$ cat src/sv/pcrl_pkg.sv
// ----------------------------------------------------------------------------
// pcrl_pkg: shared types and constants of the ramp limited PID unit
// Widths, register indexes, sequencer states and datapath commands.
// ----------------------------------------------------------------------------
package pcrl_pkg;

  localparam int FRAC_BITS_DEF  = 16;
  localparam int DATA_WIDTH_DEF = 32;
  localparam int LimW           = 31;
  localparam int CfgIdxW        = 3;

  // register indexes
  localparam logic [CfgIdxW-1:0] REG_PROP  = 3'd0;
  localparam logic [CfgIdxW-1:0] REG_INTEG = 3'd1;
  localparam logic [CfgIdxW-1:0] REG_DERIV = 3'd2;
  localparam logic [CfgIdxW-1:0] REG_RAMP  = 3'd3;
  localparam logic [CfgIdxW-1:0] REG_LIMIT = 3'd4;

  localparam logic CMD_UPDATE = 1'b0;
  localparam logic CMD_CLEAR  = 1'b1;

  // default output limit: 1000.0 saturated to the limit width
  function automatic logic [LimW-1:0] default_limit(input int frac);
    logic [63:0] d;
    d = 64'd1000 << frac;
    if (d > 64'h7FFF_FFFF) return {LimW{1'b1}};
    return d[LimW-1:0];
  endfunction

  typedef enum logic [2:0] {
    ST_IDLE, ST_MUL, ST_DIV, ST_SUM, ST_OUT
  } state_e;

  // sequencer to datapath
  typedef struct packed {
    logic load;      // capture input beat, start multiplies
    logic div_start; // start the derivative division
    logic finish;    // combine terms, update state
    logic clear;     // zero the state
  } dp_cmd_t;

  // datapath to sequencer
  typedef struct packed {
    logic mul_done;
    logic div_done;
  } dp_sts_t;

endpackage

$ cat src/sv/pcrl_ctrl.sv
// ----------------------------------------------------------------------------
// pcrl_ctrl: sequencer of the PID unit
// Takes input beats, steps the datapath, holds the result beat.
// ----------------------------------------------------------------------------
module pcrl_ctrl (
  input  logic              clk_i,
  input  logic              rst_ni,
  input  logic              in_valid_i,
  output logic              in_ready_o,
  input  logic              command_i,
  input  logic [31:0]       interval_i,
  output logic              out_valid_o,
  input  logic              out_ready_i,
  output logic              rejected_o,
  output logic              take_drive_o,
  output pcrl_pkg::dp_cmd_t cmd_o,
  input  pcrl_pkg::dp_sts_t sts_i
);
  import pcrl_pkg::*;

  state_e state_q, state_d;
  logic   ov_q, ov_d, rej_q, rej_d;

  always_comb begin
    state_d = state_q;
    ov_d    = ov_q;
    rej_d   = rej_q;
    cmd_o   = '0;
    take_drive_o = 1'b0;
    in_ready_o   = 1'b0;
    if (ov_q && out_ready_i) ov_d = 1'b0;
    case (state_q)
      ST_IDLE: begin
        in_ready_o = !ov_q || out_ready_i;
        if (in_valid_i && in_ready_o) begin
          if (command_i == CMD_CLEAR) begin
            cmd_o.clear = 1'b1;
          end else if (interval_i == '0) begin
            ov_d = 1'b1; rej_d = 1'b1;
          end else begin
            cmd_o.load = 1'b1;
            state_d = ST_MUL;
          end
        end
      end
      ST_MUL: if (sts_i.mul_done) begin
        cmd_o.div_start = 1'b1;
        state_d = ST_DIV;
      end
      ST_DIV: if (sts_i.div_done) state_d = ST_SUM;
      ST_SUM: if (!ov_q || out_ready_i) begin
        cmd_o.finish = 1'b1;
        take_drive_o = 1'b1;
        ov_d = 1'b1; rej_d = 1'b0;
        state_d = ST_IDLE;
      end
      default: state_d = ST_IDLE;
    endcase
  end

  always_ff @(posedge clk_i or negedge rst_ni) begin
    if (!rst_ni) begin
      state_q <= ST_IDLE;
      ov_q    <= 1'b0;
      rej_q   <= 1'b0;
    end else begin
      state_q <= state_d;
      ov_q    <= ov_d;
      rej_q   <= rej_d;
    end
  end

  assign out_valid_o = ov_q;
  assign rejected_o  = rej_q;

  // only idle takes beats
  a_ready_idle: assert property (@(posedge clk_i) disable iff (!rst_ni)
    in_ready_o |-> state_q == ST_IDLE) else $error("ready outside idle");
  // finishing always raises a result
  a_finish_out: assert property (@(posedge clk_i) disable iff (!rst_ni)
    cmd_o.finish |=> ov_q) else $error("finish without result");
  // a load leads into the multiply phase
  a_load_mul: assert property (@(posedge clk_i) disable iff (!rst_ni)
    cmd_o.load |=> state_q == ST_MUL) else $error("load lost");
endmodule

$ cat config.mk
export PLATFORM = sky130hd
export DESIGN_NAME = pcrl_ctrl
export DESIGN_NICKNAME = d
export VERILOG_FILES = /design/src/sv/pcrl_pkg.sv /design/src/sv/pcrl_ctrl.sv
export SDC_FILE = /design/constraint.sdc
export NUM_CORES = 1
export LEC_CHECK = 0
export BUFFER_PORTS_ARGS = -buffer_cell sky130_fd_sc_hd__buf_2
export CELL_PAD_IN_SITES_DETAIL_PLACEMENT = 0
export CELL_PAD_IN_SITES_GLOBAL_PLACEMENT = 1
export CORE_UTILIZATION = 24
export CTS_CLUSTER_SIZE = 25
export DETAILED_ROUTE_END_ITERATION = 12
export PLACE_DENSITY = 0.84
export SYNTH_ARGS = -nofsm -noshare
export SYNTH_HDL_FRONTEND = slang
export SYNTH_SLANG_ARGS = --single-unit
$ cat constraint.sdc
create_clock -name clk_i -period 2.3 [get_ports clk_i]
set_input_delay 0.46 -clock clk_i [delete_from_list [all_inputs] [get_ports clk_i]]
set_output_delay 0.46 -clock clk_i [all_outputs]
set_load 0.01 [all_outputs]
==> run metrics <==
largest net degree at the start of global routing 7; main area contributors after synthesis dfrtp_1, ha_1, nor4_2; Worst-path clk slew 0.04 ns; cell count after synthesis 51; mapped cell area 473 µm²; DIE AREA 2150 µm²; R2R depth 5; hold buffers post-CTS 0; total number of vias approximately 550; worst r2r dst state_q[1]; critical path capture point type output pin; Post-synth EDFFs 0; unrepaired setup endpoints after global routing false; GRT Total Usage 0.111; dpl hpwl 1.17 mm; crit path DAT roughly 1.5 ns; adder-cell share of the synthesized area 0.132; initial antenna violation count 0; sequential area share after synthesis 0.212; PortBufs between 40 and 50; Post-Synth Simple-Gate Area 0.402; CTS tree built; critical path's most frequent cell inv_1; Ys Warns 0; status finished, final reports clean; # diodes 0; row cnt 15; chip height 46.4 µm; first-pass GRT wire length 1.67 mm; Setup Skew roughly 0.0019 ns; compound-gate portion of the synthesized area 0.146; area delta synth->final 58.5%; Seq cells post-synth 4; Achievable Freq about 520 MHz; part of the cycle the worst path needs 0.829; Most used DFF post-synth dfrtp_1; clk buf depth 2; R2R Path Start state_q[0]; mux contribution to synthesized area 0.0450; Peak supply drop 0.439 mV; element type at the critical path start flop; Setup CP Type flop to output pin; DRC 0; Num CTS Buffers 3; Sum Neg Setup Slack 0 ns; flop2flop setup slack 0.54 ns; # IOs 47; hold crit path type primary input to async pin; asr flop ratio synth 1.00; Leak between 0.4 and 0.5 nW; Post-Synth XOR/XNOR Area 0; Vias/cell 4.44; Worst path slowest cell dfrtp_1; vias in the first global route 433; setup violation total in the final timing report 0; core area 1780 µm²; Max Slew Vio Count 0; peak per-stage delay on the critical path 0.41 ns; Pwr Density 782 nW/µm²; worst-margin pin slew 0.347 ns; # resized after CTS 0; Power, Total 586 µW; Starting Density 0.265; Yosys cell types 28; minimum clock period between 1.5 and 2 ns; synth cell count leaders inv_1, ha_1, dfrtp_1, nand2b_1, nor4_1; CTS sink cnt 4; drt total wl 1.30 mm; max-cap violations 0; H-tree levels 1; Root Driver clkbuf_4; crit-path cells inv_1, ha_1, nand2_1, inv_1, and3_1, buf_2; CP Max Fanout 6; Starting DRT DRC Count 4; Final Hold Viols 0; Die W about 46 µm; cell taking the most area after synthesis dfrtp_1; post-CTS setup buffer count 0; layout cells sized above 1 0.556; DR pass1 iterations 3; worst-skew pair later-pin latency ~0.23 ns; mean area per synthesized cell 9.27 µm²; Detail Route Antenna Nets 0; Final Net Count 145; RePlAce Congestion between 0.7 and 0.8; Slew headroom 0.768; top-count cell post-synth inv_1; largest family of logic cells by synthesized area simple AND/OR/NAND/NOR gates; grt total ovfl 0; syn_nets 95; Synth top area share 0.212; Worst EP required 1.84 ns; wire length per cell roughly 10 µm
## worst max-delay path: cells and delay by family, from the launching register on
| kind | cells | cell delay (ns) |
|---|---|---|
| flip-flops | 1 | 0.41 |
| buffers and inverters | 3 | 0.30 |
| adder cells (fa/ha/maj) | 1 | 0.27 |
| AND/OR/NAND/NOR | 2 | 0.24 |
## worst max-delay path by stage
stage / from / endpoint / cells after the start / slack (ns)
finish: state_q[0] / cmd_o[0] / 6 / 0.39
global route: interval_i[1] / cmd_o[3] / 6 / 0.21
CTS: state_q[0] / cmd_o[0] / 6 / 0.37
detailed placement: interval_i[26] / state_q[1] / 5 / 0.27
global placement: interval_i[17] / state_q[1] / 5 / 0.34
floorplan: interval_i[18] / state_q[1] / 4 / 0.59
## power by group
group          leakage, nW  switching [mW]  internal [mW]
sequential          0.0514          0.0279         0.0997
combinational        0.336           0.198          0.177
clock               0.0138          0.0257         0.0581
## stage by stage
step                area [µm²]  cells  setup WS [ns]   util  hold WS (ns)
finish                     749    124          0.393  0.420        0.0256
detailed placement         727    121          0.272  0.408         0.269
floorplan                  473     51          0.590      -         0.164
global route               749    124          0.212  0.420        0.0215
CTS                        749    124          0.374  0.420        0.0160
global placement           727    121          0.341  0.408         0.265
## per-layer routing
| layer | track usage | share of wire | routed length (µm) | vias to the layer above |
|---|---|---|---|---|
| met2 | 0.183 | 0.51 | 655 | 24 |
| met1 | 0.139 | 0.41 | 535 | 235 |
| met5 | 0 | 0 | 0 | - |
| li1 | - | - | - | 292 |
| met4 | 0.0706 | 0 | 0 | 0 |
| met3 | 0.00392 | 0.081 | 105 | 0 |
## layout by cell type (no fill, tap or decap), types with 2 or more instances in the layout
| cell type | n |
|---|---|
| buf_2 | 46 |
| inv_1 | 6 |
| ha_1 | 5 |
| nand2b_1 | 4 |
| nor4_1 | 4 |
| dfrtp_1 | 4 |
| nor4_2 | 3 |
| nor3_1 | 3 |
| clkbuf_4 | 3 |
| and2_1 | 2 |
## kinds of logic (layout without fill, tap and decap cells)
logic type               Yosys count  after routing
AND/OR/NAND/NOR                   25             25
AO/OA/AOI/OAI                      8              8
buffers and inverters              7             55
adder cells (fa/ha/maj)            5              5
flip-flops                         4              4
multiplexers                       2              2
## registers in the layout, indices dropped and copies added (netlist names)
register	flops
state_q	2
out_valid_o	1
rejected_o	1
## layout make-up
| type | instances | area (µm²) |
|---|---|---|
| inverter | 6 | 22.5 |
| clock buffer | 3 | 22.5 |
| timing repair buffer | 46 | 230 |
| sequential | 4 | 100 |
| multi-input combinational | 40 | 343 |
| fill | 181 | 1030 |
| tap | 25 | 31.3 |
No activity file was read; power rests on OpenSTA's default activity.
